`src/lcs_ram.sv`:
```
module lcs_ram #(
   parameter int WIDTH = 8,
   parameter int DEPTH = 16
) (
   input  logic                     clock,
   input  logic                     wr_en,
   input  logic [$clog2(DEPTH)-1:0] wr_addr,
   input  logic [WIDTH-1:0]         wr_data,
   input  logic [$clog2(DEPTH)-1:0] rd_addr,
   output logic [WIDTH-1:0]         rd_data
);

   logic [WIDTH-1:0] mem_ff [DEPTH];

   always_ff @(posedge clock) begin
      if (wr_en) begin
         mem_ff[wr_addr] <= wr_data;
      end
      rd_data <= mem_ff[rd_addr];
   end

endmodule

```
`config.mk`:
```
export PLATFORM = sky130hd
export DESIGN_NAME = lcs_ram
export DESIGN_NICKNAME = d
export VERILOG_FILES = /design/src/lcs_ram.sv
export SDC_FILE = /design/constraint.sdc
export NUM_CORES = 1
export LEC_CHECK = 0
export ABC_AREA = 1
export BUFFER_PORTS_ARGS = -buffer_cell sky130_fd_sc_hd__buf_4
export CORE_AREA = 2 2 142 89
export DETAILED_ROUTE_END_ITERATION = 6
export DIE_AREA = 0 0 144 91
export PLACE_DENSITY = 0.66
export SLEW_MARGIN = 20
export SYNTH_ARGS = -nofsm -noshare
export SYNTH_HDL_FRONTEND = slang
export SYNTH_SLANG_ARGS = --single-unit
```
`constraint.sdc`:
```
create_clock -name clock -period 1.2 [get_ports clock]
set_input_delay 0.12 -clock clock [delete_from_list [all_inputs] [get_ports clock]]
set_output_delay 0.12 -clock clock [all_outputs]
set_load 0.05 [all_outputs]
```
==> impl_metrics.json <==
{
  "fmax_mhz": 913,
  "coreArea_um2": 11800,
  "combPwrFrac_pct": 7.4,
  "hold_violations": 0,
  "fin_tns_setup_ps": 0,
  "post-cts-setup-buffer-count": 0,
  "drt_pass1_iterations": 5,
  "cp_num_cells": 1,
  "period_share_pct": 91.2,
  "finalPower_mw": 10.9,
  "place.port_buffers": 25,
  "path_buf_inv": 1,
  "yosys_warnings": 0,
  "numClockSinks": 136,
  "min_period_ps": 1090,
  "syn_avg_cell_area_um2": 10.5,
  "ys_top_cells_by_count": "nand2_1 (173), edfxtp_1 (128), inv_1 (100)",
  "start_util_pct": 49.1,
  "syn_nets": 569,
  "cts_tree": "done",
  "pin_count": 26,
  "drtAntennaViolNets": 0,
  "seqPwrFrac_pct": 48.9,
  "layout.nets": 613,
  "multiInputGateArea_um2": 1210,
  "required_ps": 1080,
  "grt_pass1_vias": 3682,
  "critical_path.max_fanout": 1,
  "synth.distinct_cells": 12,
  "cts_hold_buf": 0,
  "cp_slowest_cell": "dfxtp_1",
  "hpwl_um": 8120,
  "synth_top_family_by_area": "simple AND/OR/NAND/NOR gates",
  "startpoint_type": "flop",
  "drcViolationCount": 0,
  "endpoint_kind": "primary output",
  "cts_max_level": 4,
  "grt_setup_unrepaired": "no",
  "hold_class": "input pin to flop",
  "routabilityCongestion": 0.804,
  "grt_pass1_wl_um": 20300,
  "synth.area.top_cells": "edfxtp_1 (67%), nand2_1 (11%), nand3_1 (8.4%)",
  "grt_antenna_before_repair": 0,
  "post_drt_wl_per_cell_um": 16.8,
  "routed_wirelength_um": 13000,
  "p_leak_nw": 2.94,
  "die_h_um": 91,
  "crit_arrival_ps": 970,
  "swShare_pct": 21.9,
  "first_iter_violations": 423,
  "synth_top_area_cell": "edfxtp_1",
  "clkLatencyLatePin_ps": 410,
  "register_area_um2": 4000,
  "synth_simple_gate_area_share_pct": 21.0,
  "synth_compound_area_share_pct": 0,
  "root_buffer": "clkbuf_16",
  "syn_inst": 551,
  "cp_slowest_stage_delay_ps": 350,
  "ir_worst_vdd_mv": 1.05,
  "synth-edff-count": 128,
  "area_growth_pct": 17.7,
  "yosys.area.top_type_share_pct": 66.7,
  "maxCapViolCount": 0,
  "ctsLongestPathBuffers": 2,
  "ys_seq_area_share_pct": 69.4,
  "tightestPinTransition_ps": 333,
  "grtUsageTotal_pct": 21.4,
  "syn-cell-area_um2": 5770,
  "rows": 31,
  "overflow": 0,
  "n_antenna_cell": 0,
  "cts.clk_slew.worst_paths_ps": 50,
  "synth-xor-area-share_pct": 0,
  "synth_most_common_cell": "nand2_1",
  "slew_violations": 0,
  "die_area_um2": 13100,
  "async_reset_ff_share_pct": 0,
  "p_int_mw": 8.55,
  "fin_util_pct": 57.8,
  "muxShareOfSynthArea_pct": 0,
  "holdPathStages": 1,
  "fp.dieW_um": 144,
  "status": "completed",
  "ys.flop_type": "edfxtp_1",
  "p_clk_share_pct": 43.7,
  "r2r_cells": 6,
  "setup_viol": 0,
  "cts.repair.resized": 0,
  "fin_skew_ps": 4.93,
  "p_per_area_nw_per_um2": 1610,
  "worstPathCellList": "buf_4",
  "via_per_inst": 5.03,
  "fillers": 970,
  "p_switching_mw": 2.40,
  "crit_type": "flop to primary output",
  "layout-drive-gt1-share_pct": 12.4,
  "fin_hold_ws_ps": 19.1,
  "synth-adder-area-share_pct": 0,
  "grt_max_degree": 51,
  "cts_buffers": 17,
  "crit_family": "flip-flops",
  "ys_ff_latch": 136,
  "relSlewSlack_pct": 77.8,
  "dr_total_vias": 3877
}
## final cells by class
cell class / count / share of cell area [%]
Clock buffer: 18 / 6.32
Sequential cell: 136 / 59.0
Timing Repair Buffer: 49 / 6.52
Clock inverter: 12 / 1.64
Multi-Input combinational cell: 289 / 17.9
Inverter: 102 / 5.64
Tap cell: 165 / 3.04
## power groups by stage
stage,Clock (mW),Combinational [mW],Sequential (mW)
2_1_floorplan,0,0.375,5.54
3_3_place_gp,0,0.793,5.44
3_5_place_dp,0,0.805,5.45
4_1_cts,4.85,0.810,5.35
5_1_grt,5.06,0.886,5.35
6_report,4.79,0.807,5.35
## cell families (layout without fill, tap and decap cells)
group                  count (synthesis)  after routing
and+or+nand+nor                      289            289
DFF                                  136            136
buffers and inverters                126            181
## path summary, 6_finish.rpt
kind | startpoint | to | slack [ps]
max | rd_data[4] | rd_data[4] | 110
max reg2reg | mem_ff[13][6] | rd_data[6] | 250
min reg2reg | mem_ff[2][6] | rd_data[6] | 670
min | wr_data[4] | mem_ff[11][4] | 20
## metal layers
metal | routed length, um | GRT usage, % | vias up
met2 | 5510 | 29.5 | 153
met1 | 6380 | 32.8 | 1845
met5 | 0 | 0 | -
li1 | - | - | 1862
met3 | 912 | 5.01 | 17
met4 | 167 | 8.17 | 0
## sequential cells by signal, indices dropped and copies added (netlist names)
name	cells
mem_ff	128
rd_data	8
## layout by cell type, fill, tap and decap left out
master	instances
buf_12	6
buf_4	43
bufinv_16	2
clkbuf_1	1
clkbuf_16	17
clkinv_1	5
clkinv_2	2
clkinvlp_4	3
dfxtp_1	8
edfxtp_1	128
inv_1	100
inv_2	2
nand2_1	173
nand3_1	97
nand3b_1	2
nor2_1	17
## metrics by stage
step,cells,cell area [um^2],worst slack [ps]
finish,771,6790,105
global route,771,6790,69.7
CTS,771,6790,75.4
detailed placement,741,6250,76.2
global placement,741,6250,107
floorplan,551,5770,129
Note: power is estimated with default switching activity, not from simulation.
