## src/lcs_cell.sv

```systemverilog
// One column of the LCS row. Each cell holds its new-line token and its table value
// for the current row; the diagonal value ripples in from the left neighbor.
module lcs_cell #(
   parameter int TOKEN_BITS = 32,
   parameter int VAL_BITS   = 6
) (
   input  logic                  clock,
   input  logic                  tok_we,
   input  logic [TOKEN_BITS-1:0] tok_in,
   input  logic                  clr,
   input  logic                  upd,
   input  logic [TOKEN_BITS-1:0] old_tok,
   input  logic [VAL_BITS-1:0]   left_val,
   input  logic [VAL_BITS-1:0]   diag_val,
   output logic [VAL_BITS-1:0]   val
);

   logic [TOKEN_BITS-1:0] tok_ff;
   logic [VAL_BITS-1:0]   val_ff, val_in;
   logic                  match;

   assign match = (tok_ff == old_tok);
   assign val   = val_ff;

   always_comb begin
      if (match) begin
         val_in = diag_val + VAL_BITS'(1);
      end else if (val_ff > left_val) begin
         val_in = val_ff;
      end else begin
         val_in = left_val;
      end
   end

   always_ff @(posedge clock) begin
      if (tok_we) begin
         tok_ff <= tok_in;
      end
      if (clr) begin
         val_ff <= '0;
      end else if (upd) begin
         val_ff <= val_in;
      end
   end

endmodule

```

## config.mk

```make
export PLATFORM = sky130hd
export DESIGN_NAME = lcs_cell
export DESIGN_NICKNAME = d
export VERILOG_FILES = /design/src/lcs_cell.sv
export SDC_FILE = /design/constraint.sdc
export NUM_CORES = 1
export LEC_CHECK = 0
export CORE_MARGIN = 5
export CORE_UTILIZATION = 54
export CTS_BUF_LIST = sky130_fd_sc_hd__clkbuf_8 sky130_fd_sc_hd__clkbuf_16
export DETAILED_ROUTE_END_ITERATION = 16
export DONT_BUFFER_PORTS = 1
export PLACE_DENSITY_LB_ADDON = 0.12
export SETUP_SLACK_MARGIN = 0.3
export SYNTH_ARGS = -nofsm -noshare
export SYNTH_HDL_FRONTEND = slang
export SYNTH_SLANG_ARGS = --single-unit
```

## constraint.sdc

```tcl
create_clock -name clock -period 5.5 [get_ports clock]
set_input_delay 0.825 -clock clock [delete_from_list [all_inputs] [get_ports clock]]
set_output_delay 0.825 -clock clock [all_outputs]
set_load 0.02 [all_outputs]
```

==> qor.csv <==
metric;value;unit
cts_buffer_depth;2;
path_max_fanout;7;
dp_hpwl;2.81;mm
critPathKind;primary input to register;
wl_met3;334;um
synth_ff_type;edfxtp_1;
antenna_found_initial;0;
synthArstFlopShare;0;%
ant_nets;0;
finalCriticalPeriod;2.40;ns
arrival;2.57;ns
ys_warn_count;0;
dr_wl_met2;1.87;mm
initial_utilization;55.5;%
p_seq_share;60.6;%
max_slew_margin;47.4;%
start_kind;primary input;
numCtsBuffers;5;
critPathMaxStageDelay;0.68;ns
synth_area;1850;um2
clock_skew;0.00714;ns
drt_pass1_iterations;4;
leakagePower;0.000683;uW
place_area;1910;um2
cp-startpoint;left_val[5];
p_sw;127;uW
p_per_area;292;nW/um2
clk_latency;0.29;ns
synth_area_leaders;edfxtp_1 (52%), xnor2_1 (16%), dfxtp_1 (6.5%);
hold_start;clr;
finalSetupViolCount;0;
drt-initial-drc-count;65;
highest_layer;met4;
ios;86;
diodes;0;
synth_top_cell_by_area;edfxtp_1;
viasPerCell;5.70;
path_clk_slew;0.07;ns
cts_hold_buffers;0;
syn2layout_area_growth;7.30;%
cts_setup_buffers;0;
post_drt_wl_per_cell;17.8;um
globalplace.congestion;0.875;
grt_pass1_wl;5.21;mm
synthTopCellsByCount;xnor2_1 (33), edfxtp_1 (32), nand4_1 (16);
reg2reg_from;val[5]$_SDFFE_PP0P_;
syn-mean-instance-area;12.9;um2
dr_total_vias;1117;
yosysMostFrequentCell;xnor2_1;
max_clock_freq;0.417;GHz
drv_cap;0;
crit_buf_inv;1;
rows;21;
pwr-share-clk;30.0;%
cts_sinks;38;
grt_overflow;0;
pre_cts_slack;2.84;ns
cts_resized;0;
numPortBuffers;0;
die_h;68.6;um
finalMaxSlewViolations;0;
fin_nets;236;
p_int;454;uW
worst_path_max_delay_cell;o31ai_1;
layout-drive-gt1-share;6.00;%
first_global_vias;1198;
cts_root_buf;clkbuf_8;
final_area;1990;um2
netlist_instances;143;
min_period_over_period;43.6;%
grt_max_degree;33;
hold_class;primary input to register;
hold_viol;0;
p_comb_share;9.4;%
fp.dieW;68.6;um
yosysTopAreaCellShare;51.9;%
dieArea;4700;um2
synth_edf_count;32;
tritoncts;yes;
synth_seq_cells;38;
wl_met1;1.21;mm
setup_tns;0;ns
drcViolationCount;0;
yosysUniqueCellTypes;24;
path_cells;inv_1 -> ha_1 -> a21o_1 -> o31ai_1 -> a21oi_1 -> o21ai_0 -> a31oi_1;
rsz0062_at_grt;no;
synth_fp_nets;230;
worst-endpoint-required;5.67;ns
p_sw_share;21.9;%
wl;3.48;mm
core_area;3340;um2
synth-seq-area-share;58.4;%
finalWorstSetupSlack;3.10;ns
cp-end-kind;register;
path_delay_family;compound AO/OA/AOI/OAI gates;
vdd_ir_drop_max;196;uV
grt_use_total;15.7;%
htree_levels;2;
status;finished, final reports clean;
worst_pin_slew;0.782;ns
## placed cells by master (no fill, tap or decap), drive strengths merged
cell type / count
xnor2: 33
edfxtp: 32
nand4: 16
inv: 9
ha: 7
a21oi: 6
o21ai: 6
dfxtp: 6
clkbuf: 5
nand2: 4
a31oi: 4
nand3: 3
xor2: 3
nor2: 3
nor4: 2
or2: 2
clkinv: 2
a21o: 1
nand2b: 1
o31ai: 1
a21boi: 1
a2bb2oi: 1
and3: 1
and4: 1
## cell type report
cell class	count	area, um2
multi-input combinational	96	737
inverter	8	30.0
tap	46	57.6
sequential	38	1080
clock inverter	3	12.5
fill	270	1350
clock buffer	5	68.8
## path summary, 6_finish.rpt
| path | slack (ns) | end | cells past startpoint |
|---|---|---|---|
| max | 3.10 | val[3]$_SDFFE_PP0P_ | 7 |
| min | 0.60 | val[4]$_SDFFE_PP0P_ | 1 |
| max reg2reg | 3.17 | val[3]$_SDFFE_PP0P_ | 6 |
| min reg2reg | 0.61 | val[0]$_SDFFE_PP0P_ | 2 |
## power by group through the flow
stage	clock, uW	sequential [uW]	combinational, uW
after floorplan	0	356	48.6
after global placement	0	358	52.9
after detailed placement	0	359	55.0
after CTS	182	352	55.6
after global routing	196	354	61.9
final	174	352	54.8
## metrics by stage
stage               utilization [%]  hold WS [ns]  total power [uW]  instances
finish                         59.5         0.596               581        196
global placement               57.1         0.593               410        188
detailed placement             57.1         0.601               414        188
floorplan                         -         0.559               404        143
global route                   59.5         0.587               612        196
CTS                            59.5         0.587               590        196
## sequential cells by signal, summed over array words and instances, names as in the netlist
register and cells:
val 6, tok_ff 32
## kinds of logic (layout without fill, tap and decap cells)
family | Yosys count | in the layout | share of synthesized area, %
compound gates | 20 | 20 | 6.28
buf+inv | 9 | 16 | 1.82
fa+ha+maj | 7 | 7 | 4.73
xor+xnor | 36 | 36 | 17.0
simple gates | 33 | 33 | 11.8
flops | 38 | 38 | 58.4
## layer usage
metal,track usage [%],vias to the layer above
met3,8.10,7
met2,27.2,46
li1,-,540
met5,0,-
met1,15.4,524
met4,7.44,0
(Power assumes the default switching activity.)
